File: src/hw/rtl/gdr_pkg.sv
// ============================================================================
// Gated delta-rule step: shared package
// Widths, codes, controller and datapath interface types, lookup tables and
// the fixed-point helper functions used by the gated delta-rule step block.
// ============================================================================
`default_nettype none

package gdr_pkg;

    localparam int HEAD_DIM    = 128;
    localparam int IDX_W       = $clog2(HEAD_DIM);
    localparam int CNT_W       = IDX_W + 1;
    localparam int MAT_DEPTH   = HEAD_DIM * HEAD_DIM;
    localparam int MAT_W       = 2 * IDX_W;
    localparam int DIV_STEPS   = 34;
    localparam int DIV_CNT_W   = 6;
    localparam int IN_DATA_W   = 168;
    localparam int OUT_DATA_W  = 40;
    localparam int CFG_IDX_W   = 2;

    localparam logic signed [17:0] LOG2E_Q16  = 18'sd94548;
    localparam logic        [15:0] LN1P_MAX   = 16'd45426;
    localparam logic signed [63:0] SAT_MAX    = 64'sd2147483647;
    localparam logic signed [63:0] SAT_MIN    = -64'sd2147483648;

    typedef enum logic [1:0] {
        FUNC_GATE_ADD = 2'd0,
        FUNC_LOAD     = 2'd1,
        FUNC_RUN      = 2'd2,
        FUNC_READ     = 2'd3
    } t_func;

    typedef enum logic [CFG_IDX_W-1:0] {
        REG_HEAD_DIM   = 2'd0,
        REG_DECAY_RATE = 2'd1,
        REG_STEP_BIAS  = 2'd2
    } t_reg_index;

    typedef enum logic [4:0] {
        ST_CLEAR, ST_IDLE, ST_READ_WAIT, ST_READ_OUT, ST_GATE_X,
        ST_EXP_MUL, ST_EXP_MANT, ST_EXP_SHIFT, ST_SOFTPLUS, ST_RATE_MUL,
        ST_RATE_RND, ST_SIG_LOAD, ST_DIV_INIT, ST_DIV_STEP, ST_SAVE_BETA,
        ST_PASS_A, ST_WAIT_A, ST_DELTA_SUB, ST_DELTA_MUL, ST_DELTA_RND,
        ST_PASS_B, ST_WAIT_B, ST_COL_END, ST_FINISH
    } t_state;

    typedef enum logic [1:0] {
        PH_SOFTPLUS,
        PH_DECAY,
        PH_SIGMOID
    } t_phase;

    typedef enum logic [4:0] {
        DP_NONE, DP_GATE_ADD, DP_LOAD, DP_READ_ADDR, DP_OUT_LOAD, DP_GATE_X,
        DP_EXP_MUL, DP_EXP_MANT, DP_EXP_SHIFT, DP_SOFTPLUS, DP_RATE_MUL,
        DP_RATE_RND, DP_SIG_LOAD, DP_DIV_INIT, DP_DIV_STEP, DP_SAVE_BETA,
        DP_DELTA_SUB, DP_DELTA_MUL, DP_DELTA_RND, DP_OUT_WRITE, DP_FINISH
    } t_dp_op;

    typedef struct packed {
        t_dp_op             op;
        logic               issue;
        logic               pass_b;
        logic [IDX_W-1:0]   row;
        logic [IDX_W-1:0]   col;
        logic               clr_we;
        logic [MAT_W-1:0]   clr_addr;
    } t_dp_cmd;

    typedef struct packed {
        logic               pipe_empty;
        logic               out_free;
        logic [CNT_W-1:0]   dim;
    } t_dp_status;

    // 2^(i/16) in Q16.16.
    function automatic logic [17:0] exp2_tab(input logic [4:0] i);
        logic [17:0] v;
        case (i)
            5'd0:    v = 18'd65536;
            5'd1:    v = 18'd68438;
            5'd2:    v = 18'd71468;
            5'd3:    v = 18'd74632;
            5'd4:    v = 18'd77936;
            5'd5:    v = 18'd81386;
            5'd6:    v = 18'd84990;
            5'd7:    v = 18'd88752;
            5'd8:    v = 18'd92682;
            5'd9:    v = 18'd96785;
            5'd10:   v = 18'd101070;
            5'd11:   v = 18'd105545;
            5'd12:   v = 18'd110218;
            5'd13:   v = 18'd115098;
            5'd14:   v = 18'd120194;
            5'd15:   v = 18'd125515;
            default: v = 18'd131072;
        endcase
        return v;
    endfunction

    // ln(1 + i/16) in Q16.16.
    function automatic logic [15:0] ln1p_tab(input logic [4:0] i);
        logic [15:0] v;
        case (i)
            5'd0:    v = 16'd0;
            5'd1:    v = 16'd3973;
            5'd2:    v = 16'd7719;
            5'd3:    v = 16'd11262;
            5'd4:    v = 16'd14624;
            5'd5:    v = 16'd17821;
            5'd6:    v = 16'd20870;
            5'd7:    v = 16'd23783;
            5'd8:    v = 16'd26573;
            5'd9:    v = 16'd29248;
            5'd10:   v = 16'd31818;
            5'd11:   v = 16'd34292;
            5'd12:   v = 16'd36675;
            5'd13:   v = 16'd38975;
            5'd14:   v = 16'd41197;
            5'd15:   v = 16'd43345;
            default: v = 16'd45426;
        endcase
        return v;
    endfunction

    function automatic logic signed [31:0] sat32(input logic signed [63:0] v);
        logic signed [31:0] r;
        if (v > SAT_MAX) begin
            r = 32'sh7FFFFFFF;
        end else if (v < SAT_MIN) begin
            r = 32'sh80000000;
        end else begin
            r = v[31:0];
        end
        return r;
    endfunction

    // Product rounded to Q16.16, half up, flooring shift.
    function automatic logic signed [63:0] round_q16(input logic signed [63:0] p);
        logic signed [63:0] s;
        s = p + 64'sd32768;
        return s >>> 16;
    endfunction

    function automatic logic [IDX_W-1:0] elem_addr(input logic [6:0] i);
        logic [15:0] w;
        w = {9'd0, i};
        return w[IDX_W-1:0];
    endfunction

    function automatic logic elem_in_range(input logic [6:0] i);
        return {25'd0, i} < 32'(HEAD_DIM);
    endfunction

endpackage

`default_nettype wire

File: src/hw/rtl/gdr_ctrl.sv
// ============================================================================
// Gated delta-rule step: controller
// Sequences the clearing pass, item handling, gate evaluation and the two
// passes over each state matrix column.
// ============================================================================
`default_nettype none

module gdr_ctrl
    import gdr_pkg::*;
(
    input  wire logic        i_clk,
    input  wire logic        i_rst_n,
    input  wire logic        i_s_valid,
    input  wire logic [1:0]  i_s_func,
    output      logic        o_s_ready,
    input  wire t_dp_status  i_status,
    output      t_dp_cmd     o_cmd
);

    t_state                r_state, n_state;
    t_phase                r_phase, n_phase;
    logic [IDX_W-1:0]      r_row, n_row;
    logic [IDX_W-1:0]      r_col, n_col;
    logic [DIV_CNT_W-1:0]  r_div_cnt, n_div_cnt;
    logic [MAT_W-1:0]      r_clr, n_clr;
    logic                  row_last;
    logic                  col_last;
    logic [CNT_W-1:0]      dim_last;

    assign dim_last = CNT_W'(i_status.dim - CNT_W'(1));
    assign row_last = ({1'b0, r_row} == dim_last);
    assign col_last = ({1'b0, r_col} == dim_last);

    always_ff @(posedge i_clk) begin
        if (!i_rst_n) begin
            r_state   <= ST_CLEAR;
            r_phase   <= PH_SOFTPLUS;
            r_row     <= '0;
            r_col     <= '0;
            r_div_cnt <= '0;
            r_clr     <= '0;
        end else begin
            r_state   <= n_state;
            r_phase   <= n_phase;
            r_row     <= n_row;
            r_col     <= n_col;
            r_div_cnt <= n_div_cnt;
            r_clr     <= n_clr;
        end
    end

    // Next state and counters.
    always_comb begin
        n_state   = r_state;
        n_phase   = r_phase;
        n_row     = r_row;
        n_col     = r_col;
        n_div_cnt = r_div_cnt;
        n_clr     = r_clr;
        case (r_state)
            ST_CLEAR: begin
                n_clr = MAT_W'(r_clr + MAT_W'(1));
                if (r_clr == '1) begin
                    n_state = ST_IDLE;
                end
            end
            ST_IDLE: begin
                if (i_s_valid) begin
                    case (t_func'(i_s_func))
                        FUNC_RUN:  n_state = ST_GATE_X;
                        FUNC_READ: n_state = ST_READ_WAIT;
                        default:   n_state = ST_IDLE;
                    endcase
                end
            end
            ST_READ_WAIT: n_state = ST_READ_OUT;
            ST_READ_OUT: begin
                if (i_status.out_free) begin
                    n_state = ST_IDLE;
                end
            end
            ST_GATE_X: begin
                n_phase = PH_SOFTPLUS;
                n_state = ST_EXP_MUL;
            end
            ST_EXP_MUL:  n_state = ST_EXP_MANT;
            ST_EXP_MANT: n_state = ST_EXP_SHIFT;
            ST_EXP_SHIFT: begin
                case (r_phase)
                    PH_SOFTPLUS: n_state = ST_SOFTPLUS;
                    PH_DECAY:    n_state = ST_SIG_LOAD;
                    default:     n_state = ST_DIV_INIT;
                endcase
            end
            ST_SOFTPLUS: n_state = ST_RATE_MUL;
            ST_RATE_MUL: n_state = ST_RATE_RND;
            ST_RATE_RND: begin
                n_phase = PH_DECAY;
                n_state = ST_EXP_MUL;
            end
            ST_SIG_LOAD: begin
                n_phase = PH_SIGMOID;
                n_state = ST_EXP_MUL;
            end
            ST_DIV_INIT: begin
                n_div_cnt = '0;
                n_state   = ST_DIV_STEP;
            end
            ST_DIV_STEP: begin
                n_div_cnt = DIV_CNT_W'(r_div_cnt + DIV_CNT_W'(1));
                if (r_div_cnt == DIV_CNT_W'(DIV_STEPS - 1)) begin
                    n_state = ST_SAVE_BETA;
                end
            end
            ST_SAVE_BETA: begin
                n_row   = '0;
                n_col   = '0;
                n_state = ST_PASS_A;
            end
            ST_PASS_A: begin
                n_row = IDX_W'(r_row + IDX_W'(1));
                if (row_last) begin
                    n_row   = '0;
                    n_state = ST_WAIT_A;
                end
            end
            ST_WAIT_A: begin
                if (i_status.pipe_empty) begin
                    n_state = ST_DELTA_SUB;
                end
            end
            ST_DELTA_SUB: n_state = ST_DELTA_MUL;
            ST_DELTA_MUL: n_state = ST_DELTA_RND;
            ST_DELTA_RND: n_state = ST_PASS_B;
            ST_PASS_B: begin
                n_row = IDX_W'(r_row + IDX_W'(1));
                if (row_last) begin
                    n_row   = '0;
                    n_state = ST_WAIT_B;
                end
            end
            ST_WAIT_B: begin
                if (i_status.pipe_empty) begin
                    n_state = ST_COL_END;
                end
            end
            ST_COL_END: begin
                if (col_last) begin
                    n_state = ST_FINISH;
                end else begin
                    n_col   = IDX_W'(r_col + IDX_W'(1));
                    n_state = ST_PASS_A;
                end
            end
            ST_FINISH: n_state = ST_IDLE;
            default:   n_state = ST_IDLE;
        endcase
    end

    // Commands to the datapath.
    always_comb begin
        o_s_ready       = 1'b0;
        o_cmd.op        = DP_NONE;
        o_cmd.issue     = 1'b0;
        o_cmd.pass_b    = 1'b0;
        o_cmd.row       = r_row;
        o_cmd.col       = r_col;
        o_cmd.clr_we    = 1'b0;
        o_cmd.clr_addr  = r_clr;
        case (r_state)
            ST_CLEAR: o_cmd.clr_we = 1'b1;
            ST_IDLE: begin
                o_s_ready = 1'b1;
                if (i_s_valid) begin
                    case (t_func'(i_s_func))
                        FUNC_GATE_ADD: o_cmd.op = DP_GATE_ADD;
                        FUNC_LOAD:     o_cmd.op = DP_LOAD;
                        FUNC_READ:     o_cmd.op = DP_READ_ADDR;
                        default:       o_cmd.op = DP_NONE;
                    endcase
                end
            end
            ST_READ_OUT: begin
                if (i_status.out_free) begin
                    o_cmd.op = DP_OUT_LOAD;
                end
            end
            ST_GATE_X:    o_cmd.op = DP_GATE_X;
            ST_EXP_MUL:   o_cmd.op = DP_EXP_MUL;
            ST_EXP_MANT:  o_cmd.op = DP_EXP_MANT;
            ST_EXP_SHIFT: o_cmd.op = DP_EXP_SHIFT;
            ST_SOFTPLUS:  o_cmd.op = DP_SOFTPLUS;
            ST_RATE_MUL:  o_cmd.op = DP_RATE_MUL;
            ST_RATE_RND:  o_cmd.op = DP_RATE_RND;
            ST_SIG_LOAD:  o_cmd.op = DP_SIG_LOAD;
            ST_DIV_INIT:  o_cmd.op = DP_DIV_INIT;
            ST_DIV_STEP:  o_cmd.op = DP_DIV_STEP;
            ST_SAVE_BETA: o_cmd.op = DP_SAVE_BETA;
            ST_PASS_A:    o_cmd.issue = 1'b1;
            ST_DELTA_SUB: o_cmd.op = DP_DELTA_SUB;
            ST_DELTA_MUL: o_cmd.op = DP_DELTA_MUL;
            ST_DELTA_RND: o_cmd.op = DP_DELTA_RND;
            ST_PASS_B: begin
                o_cmd.issue  = 1'b1;
                o_cmd.pass_b = 1'b1;
            end
            ST_COL_END:   o_cmd.op = DP_OUT_WRITE;
            ST_FINISH:    o_cmd.op = DP_FINISH;
            default:      o_cmd.op = DP_NONE;
        endcase
    end

endmodule

`default_nettype wire

File: config.mk
export PLATFORM = sky130hd
export DESIGN_NAME = gdr_ctrl
export DESIGN_NICKNAME = d
export VERILOG_FILES = /design/src/hw/rtl/gdr_pkg.sv /design/src/hw/rtl/gdr_ctrl.sv
export SDC_FILE = /design/constraint.sdc
export NUM_CORES = 1
export LEC_CHECK = 0
export ABC_CLOCK_PERIOD_IN_PS = 2850
export BUFFER_PORTS_ARGS = -buffer_cell sky130_fd_sc_hd__buf_2
export CORE_MARGIN = 10
export CORE_UTILIZATION = 50
export CTS_BUF_LIST = sky130_fd_sc_hd__clkbuf_4
export DETAILED_ROUTE_END_ITERATION = 12
export PLACE_DENSITY = 0.83
export RECOVER_POWER = 25
export SLEW_MARGIN = 20
export SYNTH_ARGS = -nofsm -noshare
export SYNTH_HDL_FRONTEND = slang
export SYNTH_SLANG_ARGS = --single-unit
File: constraint.sdc
create_clock -name i_clk -period 2.85 [get_ports i_clk]
set_clock_uncertainty 0.2 [all_clocks]
set_input_delay 0.1425 -clock i_clk [delete_from_list [all_inputs] [get_ports i_clk]]
set_output_delay 0.1425 -clock i_clk [all_outputs]
set_load 0.05 [all_outputs]
; ---- Yosys cells after proc, flatten, opt, wreduce, memory -nomap -nowiden
; Index checks and enable logic that the tools add are counted.
[word_totals]
out_inout_bits = 37
register_bits = 41
word_cells = 88
in_bits = 15
[classes]
addsub = 5
reduce_logical = 11
n_eq_ne = 40
mux = 26
[ops]
columns = op, n
row1 = one-hot mux 5 bit (21 select lines), 1
row2 = one-hot mux 5 bit (18 select lines), 1
row3 = 2-to-1 mux 5 bit, 10
row4 = "equality test 5 x 4 -> 1 bit, second input constant", 8
row5 = "equality test 5 bit, second input constant", 8
row6 = one-hot mux 7 bit (2 select lines), 2
row7 = "equality test 5 x 3 -> 1 bit, second input constant", 4
row8 = "!= test 2 bit, second input constant", 9
row9 = equality test 7 x 8 -> 1 bit, 2
row10 = "adder 14 x 1 -> 14 bit, second input constant", 1
row11 = "adder 7 x 1 -> 7 bit, second input constant", 2
row12 = "equality test 14 bit, second input constant", 1
row13 = 2-to-1 mux 7 bit, 2
row14 = one-hot mux 2 bit (3 select lines), 2
row15 = one-hot mux 3 bit (2 select lines), 2
row16 = one-hot mux 6 bit (2 select lines), 1
row17 = "equality test 5 x 2 -> 1 bit, second input constant", 2
row18 = AND reduction 8 bit, 1
row19 = "subtractor 8 x 1 -> 8 bit, second input constant", 1
row20 = "adder 6 x 1 -> 6 bit, second input constant", 1
row21 = "equality test 6 bit, second input constant", 1
row22 = nonzero test 2 bit, 3
row23 = "equality test 5 x 1 -> 1 bit, second input constant", 1
row24 = zero test 5 bit, 1
row25 = 9 further kinds, 15

; ---- Depth between registers and ports, before layout
; Gate-level depths: netlist of the first run.
[depth]
depth_word = 4
depth_mapped = 11
depth_no_buf = 8

; ---- Worst setup path before layout of the first run
; OpenSTA, ideal clock, no wires.
[synth_path]
kind = register to output
from = register r_state[0]
to = output o_cmd[32] (netlist bit)
setup_slack_ns = 0.205
path_buffers = 3
stages_incl_launch_ff = 6
t_arrival_ns = 2.303
required_ns = 2.508
cell_sequence = dfxtp_1 > clkbuf_1 > clkbuf_1 > clkbuf_1 > a22oi_1 > o21ai_0
[synth_lines]
columns = element, line_no
row1 = start: declaration, gdr_ctrl.sv:20  ; t_state r_state, n_state;
row2 = start signal: assignment, gdr_ctrl.sv:43  ; r_state <= n_state;
row3 = end: declaration, gdr_ctrl.sv:17  ; output t_dp_cmd o_cmd

==> results of run 1 <==
state kept, by name (all words and copies together), names as in the netlist:
signal,count
r_row,7
r_clr,14
r_col,7
r_phase,2
r_state,5
r_div_cnt,6
per-layer routing:
metal | vias to the layer above | track usage (%) | part of all wire [%]
li1 | 1542 | - | -
met1 | 1433 | 19.6 | 45
met2 | 83 | 26.3 | 48
met3 | 6 | 3.56 | 5.8
met4 | 0 | 4.19 | 0.81
met5 | - | 0 | 0
worst register-to-register path: stages, from the launching register on:
cell      delay, ns
dfxtp_1        0.44
buf_4          0.24
nor3b_1        0.43
nor2b_1        0.21
o21ai_0        0.08
and4_1         0.25
and3_1         0.27
a311oi_2       0.21
repair_timing:
| action | CTS | global route |
|---|---|---|
| buffers inserted | 0 | 0 |
| hold buffers | 1 | 0 |
| endpoints found under the hold margin | 3 | 0 |
cell usage after synthesis, drive strengths merged, types with 4 or more instances:
| library cell | instances | area, µm² |
|---|---|---|
| a31oi | 6 | 37.5 |
| xnor2 | 16 | 140 |
| dfxtp | 41 | 821 |
| nor3b | 4 | 30.0 |
| ha | 10 | 125 |
| inv | 17 | 63.8 |
| nor2b | 6 | 37.5 |
| mux2i | 4 | 40.0 |
| clkbuf | 16 | 61.3 |
| and3 | 11 | 68.8 |
| xor2 | 9 | 78.8 |
| a21oi | 20 | 100 |
| nor3 | 13 | 75.1 |
| buf | 6 | 35.0 |
| nand2b | 8 | 50.1 |
| o21ai | 28 | 144 |
| o22ai | 4 | 25.0 |
| nand4 | 4 | 25.0 |
| or3 | 7 | 48.8 |
| and2 | 5 | 31.3 |
| xnor3 | 4 | 90.1 |
| nor2 | 37 | 139 |
| o31ai | 7 | 52.6 |
| nand3 | 20 | 100 |
| o311ai | 4 | 52.6 |
| nand2 | 35 | 131 |
power by group through the flow:
stage                     logic [mW]  clock network [mW]  registers, mW
after floorplan                0.581                   0          0.675
after global placement         0.736                   0          0.680
after detailed placement       0.746                   0          0.680
after CTS                      0.751               0.399          0.670
after global routing           0.808               0.423          0.678
final                          0.749               0.389          0.672
area by class of cell:
| cell class | count | area, µm² |
|---|---|---|
| repair buffers | 63 | 324 |
| clock buffers | 5 | 37.5 |
| flip-flops and latches | 41 | 821 |
| well taps | 75 | 93.8 |
| multi-input cells | 314 | 2120 |
| fillers | 551 | 2480 |
| inverters | 19 | 71.3 |
| clock inverters | 3 | 43.8 |
worst max-delay path by stage:
stage,cells past startpoint,slack [ns],end,startpoint
after CTS,6,0.36,o_cmd[33],r_state[4]
final,6,0.36,o_cmd[33],r_state[4]
after floorplan,5,0.20,o_cmd[32],r_state[0]
after global routing,6,0.21,o_cmd[33],r_state[4]
after detailed placement,9,0.1,r_state[3],i_status[0]
after global placement,9,0.24,r_state[3],i_status[0]
per-stage QoR:
stage / total power, mW / instances / worst slack [ns] / cell area, µm²
after global placement: 1.42 / 511 / 0.240 / 3450
after floorplan: 1.26 / 396 / 0.205 / 3110
after detailed placement: 1.43 / 511 / 0.0963 / 3450
after CTS: 1.82 / 520 / 0.363 / 3540
final: 1.81 / 520 / 0.359 / 3510
after global routing: 1.91 / 520 / 0.206 / 3510
cells by family (layout without fill, tap and decap cells):
family,count (synthesis),in the layout,synth area share (%)
AOI/OAI and AO/OA,102,102,23.6
xor gates and xnor gates,29,29,9.94
adders and majority gates,10,10,4.02
buffers and inverters,41,90,5.39
DFF,41,41,26.4
muxes,4,4,1.29
and+or+nand+nor,169,169,29.4
==> impl_metrics.tcl, run 1 <==
set metrics [dict create \
    status "complete, no violations" \
    worst-path-max-fanout 11 \
    dieArea_mm2 0.00978 \
    drc 0 \
    layout-drive-gt1-share_pct 15.3 \
    p_clk_share_pct 21.5 \
    reg2reg_to "r_state[3]" \
    final_cell_mix "41 x dfxtp_1, 37 x nor2_1, 35 x nand2_1" \
    row_count 28 \
    postRouteAntennaNets 0 \
    tns_ns 0 \
    rsz0062_at_grt "false" \
    vdd_drop_max_mv 0.383 \
    hold_viol_final 0 \
    path_clk_slew_ns 0.13 \
    setup_viol 0 \
    max-cap-violations 0 \
    cts_buffer_depth 2 \
    relSlewSlack_pct 57.3 \
    track_usage_pct 15.7 \
    grt-ovfl-total 0 \
    synth_edf_count 0 \
    ys.flop_type "dfxtp_1" \
    p_int_mw 1.05 \
    power.switching_mw 0.760 \
    grt_pass1_vias 2850 \
    slowest_delay_ns 0.57 \
    worstSetupStartpointType "register" \
    syn_area_mm2 0.00311 \
    worst-path-buf-inv 2 \
    vias 3064 \
    worst_slew_pin_slew_ns 0.641 \
    holdWs_ns 0.170 \
    swShare_pct 42.0 \
    cts_resized 0 \
    utilization_pct 58.6 \
    combPwrFrac_pct 41.4 \
    synth_area_per_cell_um2 7.85 \
    portBuffers 51 \
    synthToLayoutAreaGrowth_pct 13.0 \
    rrSetupSlack_ns 0.43 \
    final_common_cell "dfxtp_1" \
    fmax_mhz 401 \
    ys_warn_count 0 \
    cp.required_ns 2.51 \
    core-area_mm2 0.00599 \
    critical_path.slowest_cell "dfxtp_1" \
    antenna_found_initial 0 \
    cp_top_family "buffers and inverters" \
    holdPathStages 4 \
    p_leak_nw 1.32 \
    drt-total-wl_mm 8.03 \
    ctsHtreeMaxLevel 2 \
    ys_seq_elements 41 \
    cts_buffers 5 \
    ys_seq_area_share_pct 26.4 \
    cts_sinks 41 \
    grt_max_degree 26 \
    gp_congestion 0.892 \
    initial_core_util_pct 51.9 \
    post-dp-hpwl_mm 6.11 \
    finalMaxSlewViolations 0 \
    die_h_um 98.9 \
    clockRootBuffer "clkbuf_4" \
    grt_pass1_wl_mm 13.4 \
    syn-num-nets 421 \
    cts_tree "yes" \
    p_seq_share_pct 37.1 \
    min_period_over_period_pct 87.4 \
    path_common_cell "nor2_1" \
    hp-class "in -> reg" \
    die_x_um 98.9 \
    reg2reg_depth 7 \
    cp_data_arrival_time_ns 2.15 \
    n_antenna_cell 0 \
    wl_per_cell_um 15.4 \
    via_per_inst 5.89 \
    whs_endpoint "r_state[4]" \
    drt_iter0_drc 175 \
    hp-start "i_status[6]" \
    worstSetupPathType "reg -> out" \
    ios 52 \
    end_kind "output pin" \
    ys_types 71 \
    clk_latency_ns 0.35 \
    worstPathCellList "clkinv_1 -> nor2_1 -> nor2_1 -> a21oi_1 -> o2bb2ai_1 -> buf_2" \
    fin_nets 469 \
    fin_crit_ns 2.49 \
    crit-reg2reg-launch "r_state[4]" \
    syn_inst 396 \
    drt-pass1-iter-count 4 \
    cellPowerDensity_mw_per_mm2 515 \
    async_flop_share_pct 0 \
]
No activity file was read; power rests on OpenSTA's default activity.
==> run 2: changes to the inputs <==
--- a/config.mk
+++ b/config.mk
@@ -7,7 +7,7 @@
 export LEC_CHECK = 0
 export ABC_CLOCK_PERIOD_IN_PS = 2850
 export BUFFER_PORTS_ARGS = -buffer_cell sky130_fd_sc_hd__buf_2
-export CORE_MARGIN = 10
+export CORE_MARGIN = 2
 export CORE_UTILIZATION = 50
 export CTS_BUF_LIST = sky130_fd_sc_hd__clkbuf_4
 export DETAILED_ROUTE_END_ITERATION = 12
==> impl_metrics.tcl, run 2 (synthesized netlist as in run 1, its figures left out) <==
set metrics [dict create \
    power.switching_mw 0.770 \
    p_leak_nw 1.34 \
    worstSetupPathType "reg -> out" \
    core-area_mm2 0.00596 \
    status "complete, no violations" \
    vias 3114 \
    worstPathCellList "clkinv_1 -> nor2_1 -> nor2_1 -> a21oi_1 -> o2bb2ai_1 -> buf_2" \
    drc 0 \
    cts_tree "yes" \
    gp_congestion 0.931 \
    slowest_delay_ns 0.57 \
    antenna_found_initial 0 \
    path_common_cell "nor2_1" \
    rsz0062_at_grt "false" \
    relSlewSlack_pct 59.0 \
    crit_start "r_state[4]" \
    hold_viol_final 0 \
    ctsHtreeMaxLevel 2 \
    synthToLayoutAreaGrowth_pct 14.0 \
    layout-drive-gt1-share_pct 15.5 \
    drt-total-wl_mm 7.63 \
    grt_pass1_wl_mm 12.9 \
    track_usage_pct 21.9 \
    rrSetupSlack_ns 0.49 \
    reg2reg_depth 6 \
    vdd_drop_max_mv 0.436 \
    n_antenna_cell 0 \
    hp-class "in -> reg" \
    cts_buffers 5 \
    post-dp-hpwl_mm 5.75 \
    initial_core_util_pct 52.2 \
    worst_slew_pin_slew_ns 0.618 \
    wl_per_cell_um 14.6 \
    path_clk_slew_ns 0.14 \
    largest_reg_flops 14 \
    worst-path-max-fanout 12 \
    grt_max_degree 26 \
    die_h_um 82.9 \
    p_int_mw 1.15 \
    reg2reg_to "r_state[2]" \
    critical_path.slowest_cell "dfxtp_1" \
    final_common_cell "dfxtp_1" \
    postRouteAntennaNets 0 \
    seq_area_um2 821 \
    ios 52 \
    grt_pass1_vias 2785 \
    dieArea_mm2 0.00687 \
    regMostFlops "r_clr" \
    portBuffers 51 \
    fin_cells 521 \
    holdWs_ns 0.167 \
    finalMaxSlewViolations 0 \
    reg_top3 "r_clr: 14 flops, r_col: 7 flops, r_row: 7 flops" \
    max-cap-violations 0 \
    row_count 28 \
    p_clk_share_pct 25.6 \
    fmax_mhz 399 \
    fill_cells 573 \
    fin_crit_ns 2.51 \
    final_cell_mix "41 x dfxtp_1, 37 x nor2_1, 35 x nand2_1" \
    fin_total_pwr_mw 1.92 \
    via_per_inst 5.98 \
    cp-endpoint "o_cmd[33]" \
    cts_sinks 41 \
    tns_ns 0 \
    setup_viol 0 \
    cp.required_ns 2.51 \
    multi_input_area_mm2 0.00212 \
    clk_latency_ns 0.36 \
    cp_data_arrival_time_ns 2.16 \
    fin_nets 470 \
    worst-path-buf-inv 2 \
    dp_cells 512 \
    crit_cells 6 \
    worstSetupStartpointType "register" \
    cts_resized 0 \
    p_seq_share_pct 34.3 \
    drt_iter0_drc 126 \
    swShare_pct 40.2 \
    combPwrFrac_pct 40.1 \
    cp_top_family "buffers and inverters" \
    cellPowerDensity_mw_per_mm2 541 \
    clockRootBuffer "clkbuf_4" \
    drt-pass1-iter-count 4 \
    min_period_over_period_pct 88.0 \
    die_x_um 82.9 \
    cts_buffer_depth 2 \
    end_kind "output pin" \
    grt-ovfl-total 0 \
    crit-reg2reg-launch "r_state[4]" \
]
## run 2: cell count changes in the layout (fill, tap and decap cells not counted), sizes merged
cell | previous run | this run
buf | 43 | 44
bufinv | 1 | 2
clkinv | 3 | 2
## run 2: repair_timing
| action | CTS | global route |
|---|---|---|
| hold endpoints to repair | 3 | 0 |
| setup endpoints to repair | 0 | 0 |
| setup buffers | 0 | 0 |
| hold buffers | 1 | 0 |
## run 2: worst min path at each step
stage	start	end	cells after the start
floorplan	i_rst_n	r_row[4]	2
global placement	r_clr[5]	r_clr[5]	2
detailed placement	r_clr[5]	r_clr[5]	2
CTS	i_status[6]	r_state[4]	4
global route	i_status[6]	r_state[4]	4
finish	i_status[6]	r_state[4]	4
## run 2: power by group through the flow
stage / logic (mW) / registers, mW / clock network, mW
6_report: 0.768 / 0.658 / 0.491
5_1_grt: 0.829 / 0.666 / 0.521
4_1_cts: 0.768 / 0.657 / 0.497
3_5_place_dp: 0.762 / 0.668 / 0
3_3_place_gp: 0.751 / 0.668 / 0
2_1_floorplan: 0.581 / 0.675 / 0
## run 2: cell type report
class | count | share of cell area (%)
Multi-Input combinational cell | 314 | 59.8
Sequential cell | 41 | 23.1
Clock inverter | 3 | 1.94
Tap cell | 75 | 2.65
Inverter | 19 | 2.01
Timing Repair Buffer | 64 | 9.35
Clock buffer | 5 | 1.06
## run 2: worst reg2reg max path: cells and delay by family (launching register included)
kind | cells | cell delay, ns
AND/OR/NAND/NOR | 4 | 1.09
multiplexers | 1 | 0.23
flip-flops | 1 | 0.57
AO/OA/AOI/OAI | 1 | 0.20
## run 2: per-layer routing
layer | vias to the layer above | part of all wire [%] | track usage, %
met5 | - | 0 | 0
met4 | 0 | 1.1 | 5.66
met3 | 9 | 5.5 | 3.58
met2 | 100 | 49 | 37.2
met1 | 1464 | 45 | 28.9
li1 | 1541 | - | -
## run 2: through the flow
step	area (µm²)	worst slack (ns)	utilization, %
5_1_grt	3550	0.0833	59.5
4_1_cts	3570	0.327	59.9
6_report	3550	0.343	59.5
3_3_place_gp	3450	0.233	58.0
3_5_place_dp	3450	0.164	58.0
2_1_floorplan	3110	0.205	-
==> run 3: changes to the inputs <==
--- a/config.mk
+++ b/config.mk
@@ -11,6 +11,7 @@
 export CORE_UTILIZATION = 50
 export CTS_BUF_LIST = sky130_fd_sc_hd__clkbuf_4
 export DETAILED_ROUTE_END_ITERATION = 12
+export MAX_ROUTING_LAYER = met4
 export PLACE_DENSITY = 0.83
 export RECOVER_POWER = 25
 export SLEW_MARGIN = 20
==> impl_metrics.tcl, run 3 (synthesized netlist as in run 1, its figures left out) <==
set metrics [dict create \
    cts_buffers 5 \
    cellPowerDensity_mw_per_mm2 540 \
    fmax_mhz 401 \
    postRouteAntennaNets 0 \
    grt_pass1_wl_mm 13.0 \
    die_h_um 82.9 \
    cp_data_arrival_time_ns 2.15 \
    finalMaxSlewViolations 0 \
    fin_nets 470 \
    die_x_um 82.9 \
    holdBufCountCts 1 \
    core-area_mm2 0.00596 \
    worstSetupStartpointType "register" \
    drt-pass1-iter-count 4 \
    end_kind "output pin" \
    portBuffers 51 \
    n_antenna_cell 0 \
    slowest_delay_ns 0.57 \
    gp_congestion 0.948 \
    cts_tree "yes" \
    final_cell_mix "41 x dfxtp_1, 37 x nor2_1, 35 x nand2_1" \
    dieArea_mm2 0.00687 \
    fin_crit_ns 2.50 \
    post-dp-hpwl_mm 5.75 \
    initial_core_util_pct 52.2 \
    cts_resized 0 \
    largest_reg_flops 14 \
    layout-drive-gt1-share_pct 15.5 \
    p_leak_nw 1.34 \
    hold_viol_final 0 \
    vdd_drop_max_mv 0.432 \
    critical_path.slowest_cell "dfxtp_1" \
    hp-class "in -> reg" \
    worst-path-max-fanout 12 \
    antenna_found_initial 0 \
    tns_ns 0 \
    max-cap-violations 0 \
    worstPathCellList "clkinv_1 -> nor2_1 -> nor2_1 -> a21oi_1 -> o2bb2ai_1 -> buf_2" \
    worst_slew_pin_slew_ns 0.617 \
    drt_iter0_drc 124 \
    drc 0 \
    relSlewSlack_pct 59.0 \
    cp.required_ns 2.51 \
    grt_max_degree 26 \
    track_usage_pct 22.5 \
    grt-ovfl-total 0 \
    reg_top3 "r_clr: 14 flops, r_col: 7 flops, r_row: 7 flops" \
    wl_per_cell_um 14.6 \
    path_common_cell "nor2_1" \
    clk_latency_ns 0.36 \
    clockRootBuffer "clkbuf_4" \
    ios 52 \
    status "complete, no violations" \
    worst-path-buf-inv 2 \
    path_clk_slew_ns 0.14 \
    pre_cts_slack_ns 0.164 \
    rsz0062_at_grt "false" \
    cts_sinks 41 \
    setup_viol 0 \
    via_per_inst 5.96 \
    grt_pass1_vias 2785 \
    final_common_cell "dfxtp_1" \
    worstSetupPathType "reg -> out" \
    holdWs_ns 0.147 \
    cp_top_family "buffers and inverters" \
    fin_ws_ns 0.354 \
    drt-total-wl_mm 7.61 \
    ctsHtreeMaxLevel 2 \
    row_count 28 \
    min_period_over_period_pct 87.6 \
    regMostFlops "r_clr" \
    cts_buffer_depth 2 \
    vias 3103 \
    synthToLayoutAreaGrowth_pct 14.0 \
    post-cts-setup-buffer-count 0 \
]
-- run 3: cell counts in the layout (fill, tap and decap cells not counted) --
Identical to the previous run, type by type.
-- run 3: cell type report --
class	count	area (µm²)
Clock buffer	5	37.5
Tap cell	75	93.8
Clock inverter	3	68.8
Timing Repair Buffer	64	332
Multi-Input combinational cell	314	2120
Sequential cell	41	821
Inverter	19	71.3
Fill cell	573	2410
-- run 3: through the flow --
step                      cell area (µm²)  std cells  power, mW  util [%]
after floorplan                      3110        396       1.26         -
after global placement               3450        512       1.42      58.0
after detailed placement             3450        512       1.43      58.0
after CTS                            3570        521       1.92      59.9
after global routing                 3550        521       2.01      59.5
final                                3550        521       1.91      59.5
-- run 3: worst register-to-register path: cells and delay by family, from the launching register on --
family	cells	cell delay [ns]
and+or+nand+nor	4	1.09
DFF	1	0.57
muxes	1	0.23
AOI/OAI and AO/OA	1	0.20
-- run 3: path summary, 6_finish.rpt --
kind                             startpoint          to  slack (ns)  depth (start not counted)
worst max-delay path             r_state[4]   o_cmd[33]        0.35                          6
worst min-delay path            i_status[6]  r_state[4]        0.15                          4
worst max register to register   r_state[4]  r_state[2]        0.48                          6
worst min register to register     r_clr[5]    r_clr[5]        0.31                          2
-- run 3: where the power goes --
part,total (mW),internal [mW],switching [mW],leakage (nW)
Sequential,0.657,0.601,0.0558,0.331
Combinational,0.768,0.269,0.498,0.950
Clock,0.489,0.276,0.213,0.0558
-- run 3: metal layers --
layer  global-route usage, %  share of wire [%]  up-vias
met5                       -                  0        -
li1                        -                  -     1544
met2                    37.1                 48       93
met1                    29.0                 45     1456
met3                    3.48                5.4       10
met4                    5.66                1.3        0
